===== src/sv/assert_macros.svh =====
// Assertion macros for the ring readout RTL
`ifndef ASSERT_MACROS_SVH
`define ASSERT_MACROS_SVH

// Generic clocked assertion with an active-low reset
`define PARW_ASSERT(lbl, clk, rstn, prop, msg) \
  lbl: assert property (@(posedge clk) disable iff (!rstn) prop) \
    else $error(msg);

// Same, on the house clock and reset names
`define PARW_ASSERT_DFLT(lbl, prop, msg) \
  `PARW_ASSERT(lbl, clk_i, rst_ni, prop, msg)

`endif


===== src/sv/parw_pkg.sv =====
// Types, constants and the WAV header table for the ring readout block
`timescale 1ns / 1ps
package parw_pkg;

  localparam int unsigned RING_SAMPLES   = 16384;
  localparam int unsigned IDX_W          = 14;
  localparam int unsigned CNT_W          = 15;
  localparam int unsigned POS_W          = 16;
  localparam int unsigned ADDR_W         = IDX_W + 1;
  localparam int unsigned HEAD_BYTES     = 44;
  localparam int unsigned FS_HZ          = 16000;
  // 1000 / FS_HZ is exactly 1/16, so ms = samples >> 4
  localparam int unsigned MS_SHIFT       = 4;
  localparam int unsigned LEN_W          = 12;
  localparam int unsigned FRAME_MS_W     = LEN_W - MS_SHIFT;

  typedef enum logic [1:0] {
    FUNC_WRITE = 2'd0,
    FUNC_SNAP  = 2'd1,
    FUNC_READ  = 2'd2,
    FUNC_NONE  = 2'd3
  } func_e;

  typedef enum logic [1:0] {
    ST_OK         = 2'd0,
    ST_NO_DATA    = 2'd1,
    ST_NO_READOUT = 2'd2
  } status_e;

  typedef enum logic {
    BK_IDLE = 1'b0,
    BK_MEM  = 1'b1
  } back_state_e;

  typedef struct packed {
    func_e                   op;
    logic signed [19:0]      sample;
    logic                    frame_last;
    logic [FRAME_MS_W-1:0]   frame_ms;
    logic [31:0]             frame_time;
  } cmd_t;

  typedef struct packed {
    logic push;
    logic pop;
  } q_ctrl_t;

  typedef struct packed {
    logic full;
    logic empty;
  } q_stat_t;

  function automatic logic [7:0] hdr_byte(input logic [5:0] pos,
                                          input logic [CNT_W-1:0] count);
    logic [31:0] pcm_len;
    logic [31:0] riff_len;
    logic [31:0] rate;
    logic [31:0] byte_rate;
    logic [7:0]  b;
    pcm_len    = 32'({count, 1'b0});
    riff_len   = 32'd36 + pcm_len;
    rate       = 32'(FS_HZ);
    byte_rate  = 32'(FS_HZ * 2);
    unique case (pos)
      6'd0:  b = 8'h52;  // R
      6'd1:  b = 8'h49;  // I
      6'd2:  b = 8'h46;  // F
      6'd3:  b = 8'h46;  // F
      6'd4:  b = riff_len[7:0];
      6'd5:  b = riff_len[15:8];
      6'd6:  b = riff_len[23:16];
      6'd7:  b = riff_len[31:24];
      6'd8:  b = 8'h57;  // W
      6'd9:  b = 8'h41;  // A
      6'd10: b = 8'h56;  // V
      6'd11: b = 8'h45;  // E
      6'd12: b = 8'h66;  // f
      6'd13: b = 8'h6d;  // m
      6'd14: b = 8'h74;  // t
      6'd15: b = 8'h20;  // space
      6'd16: b = 8'd16;
      6'd20: b = 8'd1;
      6'd22: b = 8'd1;
      6'd24: b = rate[7:0];
      6'd25: b = rate[15:8];
      6'd26: b = rate[23:16];
      6'd27: b = rate[31:24];
      6'd28: b = byte_rate[7:0];
      6'd29: b = byte_rate[15:8];
      6'd30: b = byte_rate[23:16];
      6'd31: b = byte_rate[31:24];
      6'd32: b = 8'd2;
      6'd34: b = 8'd16;
      6'd36: b = 8'h64;  // d
      6'd37: b = 8'h61;  // a
      6'd38: b = 8'h74;  // t
      6'd39: b = 8'h61;  // a
      6'd40: b = pcm_len[7:0];
      6'd41: b = pcm_len[15:8];
      6'd42: b = pcm_len[23:16];
      6'd43: b = pcm_len[31:24];
      default: b = 8'd0;
    endcase
    return b;
  endfunction

endpackage


===== src/sv/parw_queue.sv =====
// Two-entry command queue between front and back end
`timescale 1ns / 1ps
module parw_queue (
  input  logic              clk_i,
  input  logic              rst_ni,
  input  parw_pkg::q_ctrl_t ctrl_i,
  input  parw_pkg::cmd_t    push_data_i,
  output parw_pkg::cmd_t    pop_data_o,
  output parw_pkg::q_stat_t stat_o
);

  parw_pkg::cmd_t ent_q [2];
  logic           wr_ptr_q, wr_ptr_d;
  logic           rd_ptr_q, rd_ptr_d;
  logic [1:0]     cnt_q, cnt_d;

  always_comb begin
    wr_ptr_d = wr_ptr_q + 1'b1;
    rd_ptr_d = rd_ptr_q + 1'b1;
    cnt_d    = cnt_q + 2'(ctrl_i.push) - 2'(ctrl_i.pop);
  end

  assign stat_o.full  = (cnt_q == 2'd2);
  assign stat_o.empty = (cnt_q == 2'd0);
  assign pop_data_o   = ent_q[rd_ptr_q];

  always_ff @(posedge clk_i or negedge rst_ni) begin
    if (!rst_ni) begin
      wr_ptr_q <= 1'b0;
      rd_ptr_q <= 1'b0;
      cnt_q    <= 2'd0;
    end else begin
      if (ctrl_i.push) wr_ptr_q <= wr_ptr_d;
      if (ctrl_i.pop)  rd_ptr_q <= rd_ptr_d;
      cnt_q <= cnt_d;
    end
  end

  always_ff @(posedge clk_i) begin
    if (ctrl_i.push) ent_q[wr_ptr_q] <= push_data_i;
  end

endmodule


===== config.mk =====
export PLATFORM = sky130hd
export DESIGN_NAME = parw_queue
export DESIGN_NICKNAME = d
export VERILOG_FILES = /design/src/sv/assert_macros.svh /design/src/sv/parw_pkg.sv /design/src/sv/parw_queue.sv
export SDC_FILE = /design/constraint.sdc
export NUM_CORES = 1
export LEC_CHECK = 0
export BUFFER_PORTS_ARGS = -buffer_cell sky130_fd_sc_hd__buf_2
export CORE_ASPECT_RATIO = 1.4
export CORE_UTILIZATION = 52
export DETAILED_ROUTE_END_ITERATION = 8
export PLACE_DENSITY_LB_ADDON = 0.12
export SKIP_CTS_REPAIR_TIMING = 1
export SKIP_LAST_GASP = 1
export SYNTH_ARGS = -nofsm -noshare
export SYNTH_HDL_FRONTEND = slang
export SYNTH_SLANG_ARGS = --single-unit

===== constraint.sdc =====
create_clock -name clk_i -period 4.7 [get_ports clk_i]
set_clock_uncertainty 0.15 [all_clocks]
set_input_delay 0.47 -clock clk_i [delete_from_list [all_inputs] [get_ports clk_i]]
set_output_delay 0.47 -clock clk_i [all_outputs]
set_load 0.01 [all_outputs]

==> summary.txt <==
Logic synthesis
  – Proportion of synthesized flip-flops having asynchronous set or reset: 3.08%
  – Primary flip-flop cell chosen by synthesis mapping: sky130_fd_sc_hd__edfxtp_1
  – Most common cell in the netlist: sky130_fd_sc_hd__edfxtp_1
  – Syn. warnings: 0
  – EDFF count, synth: 126
  – Top cells by count, synth: sky130_fd_sc_hd__edfxtp_1, sky130_fd_sc_hd__mux2_4, sky130_fd_sc_hd__buf_12
  – Post-synthesis average cell area: around 24 sq um
  – Number of distinct library cell variants in the gate-level netlist after synthesis: 13
  – Portion of the post-synthesis area used by sequential elements: a little under 80%
  – Seq cells post-synth: 130
  – Dominant cell type by area after synthesis: sky130_fd_sc_hd__edfxtp_1
  – Total nets after synthesis: 280
  – Number of instances in the synthesized netlist: approximately 210
  – Area of the mapped netlist: 5040 sq um
  – Leading cell types by total area after synthesis: sky130_fd_sc_hd__edfxtp_1, sky130_fd_sc_hd__mux2_4, sky130_fd_sc_hd__buf_12
  – Yosys top cell area share: about three quarters

Place
  – Post-Place Worst Slack: 2.28 ns
  – DP Wirelength: a little over 5000 um
  – Routability congestion estimate: slightly below 0.7
  – Quantity of I/O buffers inserted on ports: ~130

Worst hold path
  – Critical hold path startpoint: push_data_i[33]
  – Worst hold stages: 1
  – Min-Delay Endpoint: ent_q[0][33]$_DFFE_PP_
  – Path class of the lowest-slack min-delay path: in2reg

Detailed routing
  – Post-detailed-route count of antenna-violating nets: 0
  – Number of vias per cell after detailed routing: 4.98
  – Mean routed wirelength per cell: between 15 and 20 um
  – Via count of the routed design: about 2,400
  – Residual DRC: 0
  – Total Routed Length: roughly 7900 um
  – Number of DRC markers in iteration 0: 117
  – Drt first pass iters: 4

CTS
  – # H-tree levels: 4
  – Inserted Clock Buffers: 17
  – Buffer type at the clock tree root: sky130_fd_sc_hd__clkbuf_16
  – Largest buffer count on any clock path: 2
  – CTS tree: yes
  – Clock-pin transition on the worst setup and hold timing paths: about 0.05 ns
  – Total number of clock tree sinks: 130
  – Worst skew pair latency: approximately 0.40 ns

Timing
  – Max-slew headroom: 23.5%
  – F_max: between 300 and 400 MHz
  – Final setup vio count: 0
  – Final hold violation count: 0
  – Summed negative setup slack over all endpoints: 0 ns
  – Worst Hold Margin: roughly 0.11 ns
  – Transition at the pin with the smallest max-transition slack: approximately 1.1 ns
  – Final count of pins violating max slew: 0
  – Tmin final: about 2.8 ns
  – Unrepaired setup endpoints after global routing: no
  – Ratio of final minimum period to clock period: 59.6%
  – Min setup slack post-route: 1.90 ns

Die
  – Initial cell density of the core: 53.3%
  – Number of placement rows: 42
  – Die width: between 80 and 90 um
  – Die outline height: around 120 um
  – DIE AREA: slightly above 10,000 sq um
  – Boundary Pins: 132
  – Std-Cell Core Area: about 9500 sq um

Critical path
  – Worst Path Class, Setup: reg2out
  – Worst-case reg-to-reg path depth: 2
  – Critical Path Sink Type: output pin
  – Reg2Reg Launch Point: wr_ptr_q$_DFFE_PN0P_
  – Data required time of the critical path: between 4 and 5 ns
  – Maximum fanout count along the critical path: 64
  – Worst path arrival time: ~2.2 ns
  – Reg-to-reg setup timing slack: ~2.5 ns
  – Worst reg2reg path endpoint: ent_q[0][13]$_DFFE_PP_
  – Kind of start point of the critical path: register

Cells and area
  – Layout Area Growth over Synthesis: 24.8%
  – Nets@finish: roughly 430
  – Fraction of layout instances using a drive strength above 1: about three fifths
  – Utilization after layout: ~67%

Global routing
  – Grt ovf: 0
  – Vias in the first global route: 2,549
  – Initial antenna violation count: 1
  – Global-route wire length before repair: 12,300 um
  – Overall global routing resource usage: 16.8%
  – Largest net degree at the start of global routing: 65

Outcome
  – Outcome: finished, final reports clean

Power and ir drop
  – Leakage power total: approximately 2.6 nW
  – Peak supply drop: between 0.4 and 0.5 mV
  – Overall power: between 0.003 and 0.004 W
  – PD cells: ~630 nW/um^2

Run
  – Max-capacitance violation count: 0
==> routing by layer <==
metal | track usage, % | part of all wire (%) | vias to the layer above
met3 | 7.47 | 6.5 | 12
li1 | - | - | 1130
met5 | 0 | 0 | -
met2 | 27.1 | 52 | 87
met1 | 18.5 | 39 | 1161
met4 | 9.32 | 2.5 | 0
==> kinds of logic (layout without fill, tap and decap cells) <==
kind of cell	after synthesis	in the layout	share of synthesized area, %
simple gates	4	4	0.447
fa+ha+maj	2	2	0.496
xor+xnor	3	3	0.819
flops	130	130	77.0
buf+inv	9	167	2.75
other cells	0	1	0
mux	63	63	18.5
==> worst max path at each step <==
stage                        endpoint  slack [ns]  cells past startpoint                 start
2_1_floorplan   ent_q[0][0]$_DFFE_PP_        0.82                      1             ctrl_i[1]
3_3_place_gp           pop_data_o[57]        2.30                      2  rd_ptr_q$_DFFE_PN0P_
3_5_place_dp   ent_q[0][54]$_DFFE_PP_        2.28                      3             ctrl_i[1]
4_1_cts                pop_data_o[62]        1.84                      2  rd_ptr_q$_DFFE_PN0P_
5_1_grt                pop_data_o[62]        1.80                      2  rd_ptr_q$_DFFE_PN0P_
6_report               pop_data_o[62]        1.90                      2  rd_ptr_q$_DFFE_PN0P_
==> final cells by class <==
type,instances,area [sq um]
antenna,1,2.50
clock buffer,18,429
clock inverter,13,120
fill,672,3170
inverter,2,7.51
multi-input combinational,72,1030
sequential,130,3890
tap,110,138
timing repair buffer,134,681
==> power breakdown <==
group / switching [W] / internal, W / total (W) / leakage (nW)
sequential: 0.000202 / 0.00154 / 0.00175 / 1.23
clock: 0.000433 / 0.000765 / 0.00120 / 0.266
combinational: 0.000419 / 0.000608 / 0.00103 / 1.09
==> metrics by stage <==
step	cells	instance area, sq um
detailed placement	447	5730
global placement	447	5730
CTS	478	6280
finish	480	6290
global route	480	6290
floorplan	211	5040
==> flip-flops by register name (all words and copies together), names as in the netlist <==
register,cells
ent_q,126
rd_ptr_q,1
cnt_q,2
wr_ptr_q,1
==> cell usage in the layout, fill, tap and decap left out, drive strengths merged, types with 2 or more instances in the layout <==
cell,instances
edfxtp,126
ha,2
inv,2
mux2,63
bufinv,2
dfrtp,4
clkbuf,18
buf,133
clkinv,8
xor2,2
nor2b,2
clkinvlp,3
==> critical path, cell delays in order (launching register included) <==
cell                      delay (ns)
sky130_fd_sc_hd__dfrtp_4        1.20
sky130_fd_sc_hd__mux2_2         0.42
sky130_fd_sc_hd__buf_2          0.14
No activity file was read; power rests on OpenSTA's default activity.
